--- config.mk ---
export PLATFORM = sky130hd
export DESIGN_NAME = xor_sprite_framebuffer_unit_flat
export DESIGN_NICKNAME = d
export VERILOG_FILES = /design/src/rtl/xsf_pkg.sv /design/src/rtl/xsf_ifs.sv /design/src/rtl/xsf_ram.sv /design/src/rtl/xsf_draw_unit.sv /design/src/rtl/xor_sprite_framebuffer_unit.sv /design/src/flat_wrapper.sv
export SDC_FILE = /design/constraint.sdc
export NUM_CORES = 2
export LEC_CHECK = 0
export BUFFER_PORTS_ARGS = -buffer_cell sky130_fd_sc_hd__buf_2
export CORE_UTILIZATION = 43
export CTS_BUF_LIST = sky130_fd_sc_hd__clkbuf_16
export CTS_CLUSTER_DIAMETER = 40
export DETAILED_ROUTE_END_ITERATION = 10
export PLACE_DENSITY = 0.57
export SYNTH_ARGS = -nofsm -noshare
export SYNTH_HDL_FRONTEND = slang
export SYNTH_SLANG_ARGS = --single-unit
--- constraint.sdc ---
create_clock -name clk -period 5.77 [get_ports clk]
set_input_delay 0 -clock clk [delete_from_list [all_inputs] [get_ports clk]]
set_output_delay 0 -clock clk [all_outputs]
set_load 0.03 [all_outputs]
--- src/rtl/xsf_pkg.sv ---
// shared types and constants of the xor sprite framebuffer
`default_nettype none
package xsf_pkg;

  localparam int COLS      = 64;
  localparam int SPRITE_W  = 8;
  localparam int SUM_W     = 6;

  typedef enum logic [1:0] {
    CMD_CLEAR = 2'd0,
    CMD_DRAW  = 2'd1,
    CMD_READ  = 2'd2
  } cmd_t;

  typedef struct packed {
    logic [COLS-1:0] new_row;
    logic            hit;
    logic            pixel;
  } rmw_res_t;

endpackage
`default_nettype wire

--- src/rtl/xsf_ifs.sv ---
// command and result channel interfaces
`default_nettype none
interface xsf_cmd_if;
  logic       valid;
  logic       ready;
  logic [1:0] command;
  logic [5:0] column;
  logic [4:0] base_row;
  logic [3:0] row_offset;
  logic [7:0] sprite_bits;
  logic       first_row;
  logic       last_row;

  modport source (output valid, command, column, base_row, row_offset, sprite_bits,
                  first_row, last_row, input ready);
  modport sink (input valid, command, column, base_row, row_offset, sprite_bits,
                first_row, last_row, output ready);
endinterface

interface xsf_res_if;
  logic valid;
  logic ready;
  logic collided;
  logic pixel_value;

  modport source (output valid, collided, pixel_value, input ready);
  modport sink (input valid, collided, pixel_value, output ready);
endinterface
`default_nettype wire

--- src/rtl/xsf_ram.sv ---
// generic single-port-write ram with registered read
`default_nettype none
module xsf_ram #(
  parameter int WIDTH = 64,
  parameter int DEPTH = 32
) (
  input  wire logic                     clk,
  input  wire logic                     wr_en,
  input  wire logic [$clog2(DEPTH)-1:0] wr_addr,
  input  wire logic [WIDTH-1:0]         wr_data,
  input  wire logic                     rd_en,
  input  wire logic [$clog2(DEPTH)-1:0] rd_addr,
  output      logic [WIDTH-1:0]         rd_data
);

  logic [WIDTH-1:0] mem [DEPTH];

  always_ff @(posedge clk) begin
    if (wr_en) begin
      mem[wr_addr] <= wr_data;
    end
    if (rd_en) begin
      rd_data <= mem[rd_addr];
    end
  end

endmodule
`default_nettype wire

--- src/rtl/xsf_draw_unit.sv ---
// sprite placement, xor merge, collision and pixel pick for one frame row
`default_nettype none
module xsf_draw_unit (
  input  wire logic [xsf_pkg::COLS-1:0]     old_row,
  input  wire logic [5:0]                   column,
  input  wire logic [xsf_pkg::SPRITE_W-1:0] sprite_bits,
  output      xsf_pkg::rmw_res_t            res
);
  import xsf_pkg::*;

  logic [COLS-1:0]   pat;
  logic [2*COLS-1:0] dbl;
  logic [2*COLS-1:0] rot;

  // rotate right by the column so bit 7 of the sprite lands on that column
  assign dbl = {sprite_bits, {(COLS-SPRITE_W){1'b0}}, sprite_bits, {(COLS-SPRITE_W){1'b0}}};
  assign rot = dbl >> column;
  assign pat = rot[COLS-1:0];

  assign res.new_row = old_row ^ pat;
  assign res.hit     = |(old_row & pat);
  // column 0 is bit 63
  assign res.pixel   = old_row[~column];

endmodule
`default_nettype wire

--- src/rtl/xor_sprite_framebuffer_unit.sv ---
// top level: xor sprite framebuffer with row memory and read-modify-write control
//
//   channel  dir  words
//   cmd      in   clear / draw one sprite row / read one pixel
//   res      out  collided after a last draw row, pixel_value after a read
//
// clear and the unused command stay in idle: a clear drops the row valid bits at once.
// draw and read pass through the rmw state: one frame memory read, then modify and write back.
// a result that cannot leave holds the rmw state until the output register frees.
// reset blanks the frame through the valid bits; no clearing pass.
// a new command is taken while the previous result still waits at the output.
`default_nettype none
module xor_sprite_framebuffer_unit #(
  parameter int DISPLAY_ROWS    = 32,
  parameter int MAX_SPRITE_ROWS = 16
) (
  input wire logic  clk,
  input wire logic  rst,
  xsf_cmd_if.sink   cmd,
  xsf_res_if.source res
);
  import xsf_pkg::*;

  localparam int ROW_W = $clog2(DISPLAY_ROWS);

  typedef enum logic [1:0] {
    ST_IDLE = 2'b01,
    ST_RMW  = 2'b10
  } state_t;

  state_t state, state_next;

  cmd_t              op;
  logic [5:0]        col_q;
  logic [ROW_W-1:0]  row_q;
  logic [7:0]        bits_q;
  logic              first_q;
  logic              last_q;
  logic              in_range_q;
  logic              flag;
  logic              flag_next;
  logic [DISPLAY_ROWS-1:0] row_valid;

  logic              accept;
  cmd_t              cmd_op;
  logic              in_range;
  logic [SUM_W-1:0]  draw_sum;
  logic [ROW_W-1:0]  rd_row;
  logic              rd_en;
  logic [COLS-1:0]   rd_data;
  logic [COLS-1:0]   old_row;
  rmw_res_t          calc;
  logic              need_res;
  logic              done;
  logic              wr_en;

  logic              out_valid;
  logic              out_collided;
  logic              out_pixel;

  function automatic logic [ROW_W-1:0] wrap_row(input logic [SUM_W-1:0] v);
    logic [SUM_W:0] t;
    t = {1'b0, v};
    for (int i = 0; i < 3; i++) begin
      if (t >= (SUM_W+1)'(DISPLAY_ROWS)) begin
        t = t - (SUM_W+1)'(DISPLAY_ROWS);
      end
    end
    return t[ROW_W-1:0];
  endfunction

  assign cmd.ready = (state == ST_IDLE);
  assign accept    = cmd.valid && cmd.ready;
  assign cmd_op    = cmd_t'(cmd.command);
  assign in_range  = {2'b00, cmd.row_offset} < SUM_W'(MAX_SPRITE_ROWS);
  assign draw_sum  = SUM_W'({1'b0, cmd.base_row}) + SUM_W'(cmd.row_offset);
  assign rd_row    = (cmd_op == CMD_DRAW) ? wrap_row(draw_sum)
                                          : wrap_row(SUM_W'(cmd.base_row));
  assign rd_en     = accept && ((cmd_op == CMD_DRAW) || (cmd_op == CMD_READ));

  xsf_ram #(
    .WIDTH (COLS),
    .DEPTH (DISPLAY_ROWS)
  ) u_frame (
    .clk     (clk),
    .wr_en   (wr_en),
    .wr_addr (row_q),
    .wr_data (calc.new_row),
    .rd_en   (rd_en),
    .rd_addr (rd_row),
    .rd_data (rd_data)
  );

  // a row never written since the last clear reads as blank
  assign old_row = row_valid[row_q] ? rd_data : '0;

  xsf_draw_unit u_draw (
    .old_row     (old_row),
    .column      (col_q),
    .sprite_bits (bits_q),
    .res         (calc)
  );

  assign need_res  = (op == CMD_READ) || ((op == CMD_DRAW) && last_q);
  assign done      = (state == ST_RMW) && (!need_res || !out_valid || res.ready);
  assign wr_en     = done && (op == CMD_DRAW) && in_range_q;
  assign flag_next = (first_q ? 1'b0 : flag) | (in_range_q & calc.hit);

  always_comb begin
    state_next = state;
    case (state)
      ST_IDLE: begin
        if (rd_en) begin
          state_next = ST_RMW;
        end
      end
      ST_RMW: begin
        if (done) begin
          state_next = ST_IDLE;
        end
      end
      default: state_next = ST_IDLE;
    endcase
  end

  always_ff @(posedge clk) begin
    if (rst) begin
      state     <= ST_IDLE;
      row_valid <= '0;
      flag      <= 1'b0;
      out_valid <= 1'b0;
    end else begin
      state <= state_next;
      if (accept && (cmd_op == CMD_CLEAR)) begin
        row_valid <= '0;
      end else if (wr_en) begin
        row_valid[row_q] <= 1'b1;
      end
      if (done && (op == CMD_DRAW)) begin
        flag <= flag_next;
      end
      if (done && need_res) begin
        out_valid <= 1'b1;
      end else if (res.ready) begin
        out_valid <= 1'b0;
      end
    end
  end

  always_ff @(posedge clk) begin
    if (rd_en) begin
      op         <= cmd_op;
      col_q      <= cmd.column;
      row_q      <= rd_row;
      bits_q     <= cmd.sprite_bits;
      first_q    <= cmd.first_row;
      last_q     <= cmd.last_row;
      in_range_q <= in_range;
    end
    if (done && need_res) begin
      out_collided <= (op == CMD_DRAW) ? flag_next : 1'b0;
      out_pixel    <= (op == CMD_READ) ? calc.pixel : 1'b0;
    end
  end

  assign res.valid       = out_valid;
  assign res.collided    = out_collided;
  assign res.pixel_value = out_pixel;

endmodule
`default_nettype wire

--- src/flat_wrapper.sv ---
// flat-port wrapper written by rule: the top's interface ports become plain ports
module xor_sprite_framebuffer_unit_flat import xsf_pkg::*;
#(
  parameter int DISPLAY_ROWS    = 32,
  parameter int MAX_SPRITE_ROWS = 16
)
  (clk, rst, cmd_valid, cmd_command, cmd_column, cmd_base_row, cmd_row_offset, cmd_sprite_bits, cmd_first_row, cmd_last_row, cmd_ready, res_valid, res_collided, res_pixel_value, res_ready);
  xsf_cmd_if cmd_i ();
  xsf_res_if res_i ();
  input wire logic clk;
  input wire logic rst;
  input wire logic [$bits(cmd_i.valid)-1:0] cmd_valid;
  input wire logic [$bits(cmd_i.command)-1:0] cmd_command;
  input wire logic [$bits(cmd_i.column)-1:0] cmd_column;
  input wire logic [$bits(cmd_i.base_row)-1:0] cmd_base_row;
  input wire logic [$bits(cmd_i.row_offset)-1:0] cmd_row_offset;
  input wire logic [$bits(cmd_i.sprite_bits)-1:0] cmd_sprite_bits;
  input wire logic [$bits(cmd_i.first_row)-1:0] cmd_first_row;
  input wire logic [$bits(cmd_i.last_row)-1:0] cmd_last_row;
  output wire logic [$bits(cmd_i.ready)-1:0] cmd_ready;
  output wire logic [$bits(res_i.valid)-1:0] res_valid;
  output wire logic [$bits(res_i.collided)-1:0] res_collided;
  output wire logic [$bits(res_i.pixel_value)-1:0] res_pixel_value;
  input wire logic [$bits(res_i.ready)-1:0] res_ready;
  assign cmd_i.valid = cmd_valid;
  assign cmd_i.command = cmd_command;
  assign cmd_i.column = cmd_column;
  assign cmd_i.base_row = cmd_base_row;
  assign cmd_i.row_offset = cmd_row_offset;
  assign cmd_i.sprite_bits = cmd_sprite_bits;
  assign cmd_i.first_row = cmd_first_row;
  assign cmd_i.last_row = cmd_last_row;
  assign cmd_ready = cmd_i.ready;
  assign res_valid = res_i.valid;
  assign res_collided = res_i.collided;
  assign res_pixel_value = res_i.pixel_value;
  assign res_i.ready = res_ready;
  xor_sprite_framebuffer_unit #(.DISPLAY_ROWS(DISPLAY_ROWS), .MAX_SPRITE_ROWS(MAX_SPRITE_ROWS)) u_core (.clk(clk), .rst(rst), .cmd(cmd_i), .res(res_i));
endmodule
# Yosys cells after proc, flatten, opt, wreduce, memory -nomap -nowiden
# Memory sizes are Yosys's and may differ from the RTL's. A register that Yosys moved wholly into a read port is not among the register bits.
# Cells that the tools add are included.
# totals
memories,1
mem_bits_rw,2048
input_bits,31
elab_cells,75
out_inout_bits,4
regBits,61
# memory_table
name,depth,word_bits,read_ports,rd_ports_with_merged_regs,write_ports,line,source
u_core.u_frame.mem,32,64,1,1,1,xsf_ram.sv:16,logic [WIDTH-1:0] mem [DEPTH];
# classes
mux,19
n_eq_ne,8
n_bitwise,5
reduce_logical,19
magnitude_cmp,6
shifts,1
addsub,4
# ops
op,n
$shr A128 B6 Y64,1
$and A64 B64 Y64,1
$mux W64,1
$reduce_or A64 Y1,1
$xor A64 B64 Y64,1
$or A32 B32 Y32,1
$ge A7 B6 Y1 const B,2
$mux W7,2
$mux W5,2
$logic_and A1 B1 Y1,8
$mux W1,8
$lt A6 B7 Y1 const B,1
$sub A6 B6 Y7 const B,1
$sub A7 B6 Y7 const B,1
$add A5 B4 Y6,1
$bmux W1 S6,1
$eq A2 B1 Y1 const B,3
$eq A2 B2 Y1 const B,3
$ge A6 B6 Y1 const B,1
$lt A5 B6 Y1 const B,1
$not A6 Y6,1
$bmux W1 S5,1
$demux W1 S5,1
$ge A5 B1 Y1 const B,1
other kinds (12),17

# Logic depth before layout (Yosys ltp)
# logic_depth
ltp_word,10
ltp_mapped,16

# Modules after synthesis
# Synthesis repeated with hierarchy kept, for this count alone.
# unflattened
hier_cells,3776
area_unflattened_um2,85605.9
# modules_own_cells
mod,n_inst,cells_per_inst,area_each_um2
xsf_ram,1,3097,79605.1
xor_sprite_framebuffer_unit,1,375,3483.3
xsf_draw_unit,1,304,2517.4

# Worst setup path after synthesis
# No wires, ideal clock.
# synth_path
path_type,register -> register
startpoint,register u_core.out_valid (netlist: u_core.res.valid)
endpoint,"memory u_core.u_frame.mem[12][0], enable pin"
stages_incl_launch_ff,6
t_required_ns,5.203
slack_ns,-0.703
synth_period_minus_slack_ns,6.473
setup_ns,0.567
arrival_time_ns,5.906
cell_sequence,dfxtp_1 -> nor2b_1 -> a2111o_1 -> or3_1 -> clkbuf_1 -> nor3_1
# synth_between
elab_chain_len,7
# synth_lines
item,line,source
"start, declared",xor_sprite_framebuffer_unit.sv:57,logic out_valid;
"start signal, assigned",xor_sprite_framebuffer_unit.sv:131,out_valid <= 1'b0;
"start signal, assigned",xor_sprite_framebuffer_unit.sv:143,out_valid <= 1'b1;
"start signal, assigned",xor_sprite_framebuffer_unit.sv:145,out_valid <= 1'b0;
$logic_not A1 Y1,xor_sprite_framebuffer_unit.sv:105,assign done = (state == ST_RMW) && (!need_res || !out_valid || res.ready);
$logic_or A1 B1 Y1 (2 in series),xor_sprite_framebuffer_unit.sv:105,
$logic_and A1 B1 Y1,xor_sprite_framebuffer_unit.sv:105,
$logic_and A1 B1 Y1,xor_sprite_framebuffer_unit.sv:106,assign wr_en = done && (op == CMD_DRAW) && in_range_q;
$mux W1,xsf_ram.sv:19,if (wr_en) begin
$mux W1 (not written as such),xsf_ram.sv:20,mem[wr_addr] <= wr_data;
"end, declared",xsf_ram.sv:16,
# Every way passes these cells.

# Final worst setup path
# layout_path
startpoint,register u_core.row_q[2]
endpoint,register u_core.flag
# layout_between
elab_chain_len,6
# layout_lines
item,line,source
"start, declared",xor_sprite_framebuffer_unit.sv:35,logic [ROW_W-1:0] row_q;
"start signal, assigned",xor_sprite_framebuffer_unit.sv:154,row_q <= rd_row;
$bmux W1 S5,xor_sprite_framebuffer_unit.sv:95,assign old_row = row_valid[row_q] ? rd_data : '0;
$mux W1 (not written as such),xor_sprite_framebuffer_unit.sv:95,
$mux W64,xor_sprite_framebuffer_unit.sv:95,
$and A64 B64 Y64,xsf_draw_unit.sv:21,assign res.hit = |(old_row & pat);
$reduce_or A64 Y1,xsf_draw_unit.sv:21,
$or A1 B1 Y1,xor_sprite_framebuffer_unit.sv:107,assign flag_next = (first_q ? 1'b0 : flag) | (in_range_q & calc.hit);
"end signal, assigned",xor_sprite_framebuffer_unit.sv:140,flag <= flag_next;
"end, declared",xor_sprite_framebuffer_unit.sv:40,logic flag;
# Every way passes these cells. The select of a mux whose other input is x is not followed.
# A chain may end at the register's enable or synchronous reset.

==> out/metrics.yaml <==
synthesis:
  ys_ff_latch: 2173
  synth_xor_area_frac: 0.000198
  synth_edf_count: 2137
  yosys.area_share.simple: 0.121
  postSynthCellCount: 6279
  ys_types: 56
  synth_mux_area_frac: 0.0389
  postSynthAreaPerCell_um2: 14.1
  synth_top_family_by_area: "simple AND/OR/NAND/NOR gates"
  ys.flop_type: "edfxtp_1"
  yosys.area_share.adder: 0.0101
  synth_compound_area_frac: 0.0742
  seq_area_frac_synth: 0.732
  syn_area_um2: 88600
  synthesis.nets: 6381
  async_reset_ff_frac: 0
  ys_warn_count: 0
cells_and_area:
  layoutNonFillerInstCount: 9317
  final_cell_mix: "edfxtp_1, nand2_1, and3_1, clkbuf_16, mux2i_1"
  multi_input_area_um2: 22000
  nets: 6509
  final_common_cell: "edfxtp_1"
  ff_latch_area_um2: 64900
  syn2layout_area_growth_pct: 15.8
  drive_gt1_frac: 0.121
  fin_area_um2: 103000
  n_fill_cell: 17200
status:
  status: "completed"
setup_path:
  cp-end-kind: "register"
  reg2reg_slack_ps: 680
  rr_startpoint: "u_core.row_q[2]$_DFFE_PP_"
  start_kind: "register"
  r2r_cells: 14
  path_class: "register to register"
  cp.required_ps: 6520
  crit_fanout: 38
  critPathArrivalTime_ps: 5840
  reg2reg_to: "u_core.flag$_SDFFE_PP0P_"
placed_design:
  dpl.hpwl_um: 137000
  numPortBuffers: 34
  post-place-ws_ps: 795
  place_area_um2: 92600
  gp_congestion: 0.898
  dp_cells: 8746
clock_tree:
  cts_root_buf: "clkbuf_16"
  cts_resized: 0
  insertion_delay_ps: 920
  cts.path.max_buffers: 4
  cts_setup_buffers: 0
  hold_buffers: 43
  htreeDepth: 5
  clock_sinks: 2173
  cts_tree: "built"
  path_clk_slew_ps: 60
  numCtsBuffers: 304
hold_path:
  min_from: "cmd_column[1]"
  hold_path.class: "input pin to register"
  min_path_cells: 2
  min_to: "u_core.col_q[1]$_DFFE_PP_"
timing:
  worstMarginPinSlew_ps: 1210
  rsz0062_at_grt: "false"
  maxSlewViolCount: 0
  fin_skew_ps: 77.9
  setup_slack_ps: 682
  maxClockFrequency_mhz: 197
  relSlewSlack: 0.192
  setup_violations: 0
  period_share: 0.882
  fin_crit_ps: 5090
  hold_viol_final: 0
  hold_ws_ps: 62.8
power:
  power_mw: 38.8
  total_leakage_power_nw: 36.5
  ir_drop_uv: 309
  powerDensity_nw_per_um2: 378
routing:
  ant_nets: 0
  vias: 56600
  drc: 0
  wire_per_inst_um: 29.8
  drt-total-wl_um: 278000
  vias_per_cell: 6.07
  drtIter0Drc: 7474
  first_pass_iters: 7
die:
  pin_count: 35
  core_area_um2: 205000
  dieWidth_um: 456
  start_util: 0.433
  dieHeight_um: 456
  fp-row-count: 166
  dieArea_um2: 208000
job:
  maxCapViolations: 0
global_routing:
  gr-total-overflow: 0
  grt_usage: 0.262
  grt_pass1_wl_um: 395000
  grt_max_degree: 130
  antenna_found_initial: 10
  grt_pass1_vias: 54300
-- final cells by class --
cell class	count	share of cell area
clock inverters	213	0.0180
multi-input cells	3618	0.214
inverters	15	0.000719
clock buffers	309	0.0754
repair buffers	295	0.0264
flip-flops and latches	2173	0.632
diodes	6	0.000146
well taps	2688	0.0328
-- worst max path at each step --
stage / cells past startpoint / startpoint / to
floorplan: 5 / u_core.res.valid$_SDFFE_PP0P_ / u_core.u_frame.mem[12][0]$_DFFE_PP_
global placement: 14 / u_core.row_q[2]$_DFFE_PP_ / u_core.flag$_SDFFE_PP0P_
detailed placement: 14 / u_core.row_q[0]$_DFFE_PP_ / u_core.flag$_SDFFE_PP0P_
CTS: 14 / u_core.row_q[0]$_DFFE_PP_ / u_core.flag$_SDFFE_PP0P_
global route: 14 / u_core.row_q[0]$_DFFE_PP_ / u_core.flag$_SDFFE_PP0P_
finish: 14 / u_core.row_q[2]$_DFFE_PP_ / u_core.flag$_SDFFE_PP0P_
-- sequential cells by signal, summed over array words and instances, names as in the netlist --
register and flops:
u_core.row_valid 32, u_core.op 2, u_core.flag 1, u_core.state 2, u_core.res.pixel_value 1, u_core.bits_q 8
u_core.first_q 1, u_core.u_frame.rd_data 64, u_core.last_q 1, u_core.row_q 5, u_core.col_q 6, u_core.u_frame.mem 2048
u_core.res.collided 1, u_core.res.valid 1
-- critical path, cell delays in order, from the launching register on --
cell,delay [ps]
edfxtp_1,610
nand2_1,420
nor2_1,90
mux4_2,460
a211oi_1,320
o2111ai_4,570
buf_4,460
and2_1,190
ha_1,180
nor4_1,450
nand4_1,210
or4_1,520
o21a_1,210
a22oi_1,150
nor2_1,50
-- where the power goes --
part / total [mW] / leakage, nW / switching, mW / internal, mW
Clock: 17.7 / 4.74 / 7.00 / 10.7
Sequential: 17.7 / 19.8 / 0.0862 / 17.7
Combinational: 3.28 / 12.0 / 2.29 / 0.985
Total: 38.8 / 36.5 / 9.38 / 29.4
-- stage by stage --
step	setup TNS, ps	utilization
floorplan	-90810	-
global placement	0	0.452
detailed placement	0	0.452
CTS	0	0.501
global route	0	0.501
finish	0	0.501
-- logic make-up after synthesis --
family	after synthesis
and+or+nand+nor	2367
muxes	317
AOI/OAI and AO/OA	861
DFF	2173
buffers and inverters	488
xor gates and xnor gates	2
adders and majority gates	71
-- Yosys cell counts, drive strengths merged (2+ instances only) --
library cell	n	area, um2
nand4	4	25.0
a21oi	8	40.0
a2111oi	129	1130
inv	14	52.6
o31ai	2	15.0
a221oi	256	2240
ha	70	876
o2111ai	3	26.3
clkbuf	268	1010
mux4	18	405
nor3	12	60.1
nand2	1559	5850
nor3b	4	30.0
o211ai	2	15.0
a22oi	2	15.0
or3	6	37.5
nor4	82	513
o22ai	19	119
mux2	18	203
edfxtp	2137	64200
o21a	34	255
nand3	12	60.1
o21ai	5	25.0
dfxtp	36	721
nor2	82	308
a31oi	261	1630
nand2b	7	43.8
o22a	4	35.0
or2	2	12.5
a21o	3	22.5
and2	73	457
and3	513	3210
buf	205	1050
nor2b	5	31.3
mux2i	281	2840
a211oi	129	968
-- routing by layer --
metal	vias to the layer above	part of all wire	global-route usage
met5	-	0.000047	0
met4	2	0.028	0.0786
met3	519	0.087	0.0410
met2	2763	0.47	0.413
met1	28900	0.42	0.375
li1	24400	-	-
(Power assumes the default switching activity.)
